<file path="src/rtl/core/ple_pkg.sv">
`default_nettype none

package ple_pkg;

    // operation codes
    localparam logic [2:0] OP_CLEAR  = 3'd0;
    localparam logic [2:0] OP_INSERT = 3'd1;
    localparam logic [2:0] OP_DELETE = 3'd2;
    localparam logic [2:0] OP_GET    = 3'd3;
    localparam logic [2:0] OP_LOCATE = 3'd4;

    // status codes
    localparam logic [1:0] STAT_OK   = 2'd0;
    localparam logic [1:0] STAT_POS  = 2'd1;
    localparam logic [1:0] STAT_FULL = 2'd2;

    typedef struct packed {
        logic [2:0]         operation;
        logic [6:0]         position;
        logic signed [31:0] item_value;
    } t_request;

    typedef struct packed {
        logic [1:0]         status;
        logic signed [31:0] read_value;
        logic [6:0]         found_position;
        logic [6:0]         current_length;
        logic               is_empty;
    } t_result;

    // per-cell command, shared by every cell of the row
    typedef struct packed {
        logic do_insert;
        logic do_delete;
        logic find_pos;
        logic find_val;
    } t_cell_ctl;

    // search token that travels down the row towards cell 0
    typedef struct packed {
        logic        hit;
        logic [31:0] data;
    } t_carry;

    typedef enum logic [1:0] {
        S_IDLE,
        S_SCAN,
        S_FINISH
    } t_state;

endpackage

`default_nettype wire

</file>
<file path="src/rtl/core/ple_cell.sv">
`default_nettype none

module ple_cell #(
    parameter int IDX = 0,
    parameter int LW  = 7
) (
    input  wire logic               i_clk,
    input  wire ple_pkg::t_cell_ctl i_ctl,
    input  wire logic [LW-1:0]      i_pos,
    input  wire logic [LW-1:0]      i_len,
    input  wire logic [31:0]        i_key,
    input  wire logic [31:0]        i_lo_data,
    input  wire logic [31:0]        i_hi_data,
    input  wire ple_pkg::t_carry    i_hi_carry,
    output logic [31:0]             o_data,
    output ple_pkg::t_carry         o_carry
);

    localparam logic [LW-1:0] K = LW'(IDX);

    logic [31:0]     r_data;
    logic [31:0]     n_data;
    ple_pkg::t_carry r_carry;
    ple_pkg::t_carry n_carry;
    logic            hit;

    always_comb begin
        n_data = r_data;
        if (i_ctl.do_insert) begin
            if (K == i_pos) begin
                n_data = i_key;
            end else if (K > i_pos) begin
                n_data = i_lo_data;
            end
        end else if (i_ctl.do_delete) begin
            if (K >= i_pos) begin
                n_data = i_hi_data;
            end
        end
    end

    // lower cells override, so cell 0 ends up with the first hit
    always_comb begin
        hit = 1'b0;
        if (i_ctl.find_pos) begin
            hit = (K == i_pos);
        end else if (i_ctl.find_val) begin
            hit = (K < i_len) && (r_data == i_key);
        end
        n_carry = i_hi_carry;
        if (hit) begin
            n_carry.hit  = 1'b1;
            n_carry.data = i_ctl.find_val ? 32'(IDX + 1) : r_data;
        end
    end

    always_ff @(posedge i_clk) begin
        r_data  <= n_data;
        r_carry <= n_carry;
    end

    assign o_data  = r_data;
    assign o_carry = r_carry;

endmodule

`default_nettype wire

</file>
<file path="config.mk">
export PLATFORM = sky130hd
export DESIGN_NAME = ple_cell
export DESIGN_NICKNAME = d
export VERILOG_FILES = /design/src/rtl/core/ple_pkg.sv /design/src/rtl/core/ple_cell.sv
export SDC_FILE = /design/constraint.sdc
export NUM_CORES = 1
export LEC_CHECK = 0
export BUFFER_PORTS_ARGS = -buffer_cell sky130_fd_sc_hd__buf_4
export CORE_MARGIN = 8
export CORE_UTILIZATION = 46
export DETAILED_ROUTE_END_ITERATION = 10
export GPL_TIMING_DRIVEN = 0
export HOLD_SLACK_MARGIN = 0.12
export PLACE_DENSITY = 0.86
export SKIP_CTS_REPAIR_TIMING = 1
export SYNTH_ARGS = -nofsm -noshare
export SYNTH_HDL_FRONTEND = slang
export SYNTH_SLANG_ARGS = --single-unit
</file>
<file path="constraint.sdc">
create_clock -name i_clk -period 5.7 [get_ports i_clk]
set_input_delay 1.71 -clock i_clk [delete_from_list [all_inputs] [get_ports i_clk]]
set_output_delay 1.71 -clock i_clk [all_outputs]
set_load 0.005 [all_outputs]
</file>
==> metrics.txt <==
CTS tree yes; relative slew slack 46.1%; Syn Area/Cell 11.1 um2; HPWL after detailed placement 9600 um; Final Wtd Congestion 0.835; number of remaining DRC errors 0; post-route antenna net violation count 0; Avg Vias per Cell 5.00; slew of the pin with the lowest slew margin 0.808 ns; mapped cell area 0.00329 mm2; Syn Nets 445; commonest non-fill, non-tap cell in the layout buf_4; CP required 5.92 ns; combinational share of power 15.0%; Hold Path Class register to register; Final setup violation count 0; CP endpoint kind register; clk_skew 0.00706 ns; delay-heaviest family, CP simple AND/OR/NAND/NOR gates; Slowest cell on crit path o31ai_4; final hold violations 0; final instance area 0.00527 mm2; DRT Pass-1 Iters 4; Area Growth Syn to Fin 60.3%; layout cells sized above 1 50.3%; setup ws final 2.14 ns; Initial Util 46.4%; Synth Warn # 0; Die X-Extent 101 um; setup TNS 0 ns; crit path max fanout 10; Filler cells 532; DP Worst Slack 1.83 ns; crit-path max cell delay 0.54 ns; Lkg Pwr 0.00254 uW; clock power share 41.0%; GRT Util Overall 23.1%; clock sinks 65; Bufs on Longest Clock Path 2; WHS 0.672 ns; Routed wire per std cell 18.9 um; Net Switching 250 uW; Peak supply drop 0.124 mV; final total power 1160 uW; status completed; area share of the largest cell type after synthesis 29.2%; critical-path cell list buf_4, xor2_1, nor4_1, nand3_1, o31ai_4, buf_6, mux2_1; cts bufs inserted 9; power per cell area 220 mW/mm2; largest net degree at the start of global routing 32; Startpoint Class input port; fin crit period 3.56 ns; IO buf count 211; commonest non-fill, non-tap cells in the layout buf_4, nor2_1, mux2i_1, dfxtp_1; Area after DPL 0.00503 mm2; DR vias 3121; root buf cell clkbuf_8; num rows 31; Worst Path Arrival 3.77 ns; First DRT Iteration DRCs 110; grt total ovfl 0; first-pass GRT wire length 17900 um; insertion delay to the later sink of the worst-skew pair 0.33 ns; fin crit share 62.4%; final wirelength 11800 um; sequential-to-total area share from yosys stat 49.3%; Die ar. 0.0101 mm2; kind of critical path input port to register; vias in the first global route 3318; antenna cells 0; Synth Register Bits 65; WP buf/inv 2; Cells after Synth 297; largest cells by area after synthesis edfxtp_1, dfxtp_1, mux2i_1; sequential cell area 0.00162 mm2; initial antenna violation count 0; CTS H-tree depth 3; fin nets 668; Multi-input gate area 0.00159 mm2; RSZ-0062 raised after global routing no; Reg power frac 43.9%; sw frac 21.5%; Max Slew Vio Count 0; core area 0.00710 mm2; die span in y 101 um; Clock transition at path regs 0.08 ns; count of cell types in the netlist 22; area leader, netlist edfxtp_1; number of max-cap violations 0; Internal 911 uW; io pins 213; Highest Clock Rate 281 MHz
[kinds of logic after synthesis]
group                     count (synthesis)  share of synthesized area [%]
muxes                                    64                           20.6
and+or+nand+nor                          86                           13.3
buffers and inverters                    17                           2.70
AOI/OAI and AO/OA                        33                           5.51
xor gates and xnor gates                 32                           8.52
DFF                                      65                           49.3
[worst register-to-register path: cells and delay by family (launching register included)]
| family | cells | cell delay [ns] |
|---|---|---|
| compound gates | 1 | 0.54 |
| flops | 1 | 0.42 |
| xor+xnor | 1 | 0.20 |
| simple gates | 2 | 0.65 |
| mux | 1 | 0.34 |
| buf+inv | 1 | 0.24 |
[through the flow]
stage	util (%)	cells
global route	74.3	624
detailed placement	70.8	608
CTS	74.3	624
global placement	70.4	607
floorplan	-	297
finish	74.3	624
[cell usage after synthesis]
| cell | count |
|---|---|
| nand4_1 | 1 |
| clkbuf_1 | 10 |
| nor2b_1 | 31 |
| buf_2 | 2 |
| nand2_1 | 2 |
| edfxtp_1 | 32 |
| dfxtp_1 | 33 |
| inv_1 | 1 |
| mux2_2 | 29 |
| buf_6 | 3 |
| nand3_1 | 3 |
| mux2_1 | 2 |
| or2_2 | 1 |
| nor3b_1 | 1 |
| nor2_1 | 35 |
| a21oi_1 | 32 |
| o31ai_4 | 1 |
| nor3_1 | 3 |
| nor4_1 | 9 |
| xor2_1 | 32 |
| mux2i_1 | 33 |
| buf_1 | 1 |
[state kept, by name (all words and copies together), names as in the netlist]
register	cells
o_data	32
o_carry	33
[power by group through the flow]
stage	sequential (uW)	clock [uW]	combinational (uW)
after floorplan	522	0	52.9
after CTS	510	481	176
after detailed placement	521	0	175
after global routing	511	504	189
final	510	476	174
after global placement	520	0	169
[layer usage]
metal	wire, um	track usage (%)	vias to the layer above
met5	0	0	-
met4	244	8.14	0
met3	1160	7.73	19
met2	6090	41.7	154
li1	-	-	1489
met1	4280	24.3	1459
[layout make-up]
type	count	area share, %
sequential	65	30.7
timing repair buffer	212	30.4
multi-input combinational	215	30.1
tap	99	2.35
clock inverter	4	1.35
clock buffer	12	3.35
inverter	1	0.0712
buffer	16	1.61
[worst paths after layout]
check,from,end,slack (ns),depth (start not counted)
hold reg to reg,o_data[6]$_DFFE_PP_,o_carry[6]$_DFF_P_,0.67,2
setup / recovery,i_key[10],o_carry[7]$_DFF_P_,2.14,7
hold / removal,o_data[6]$_DFFE_PP_,o_carry[6]$_DFF_P_,0.67,2
setup reg to reg,o_data[10]$_DFFE_PP_,o_carry[7]$_DFF_P_,3.20,6
Power figures use the tool's default switching activity.
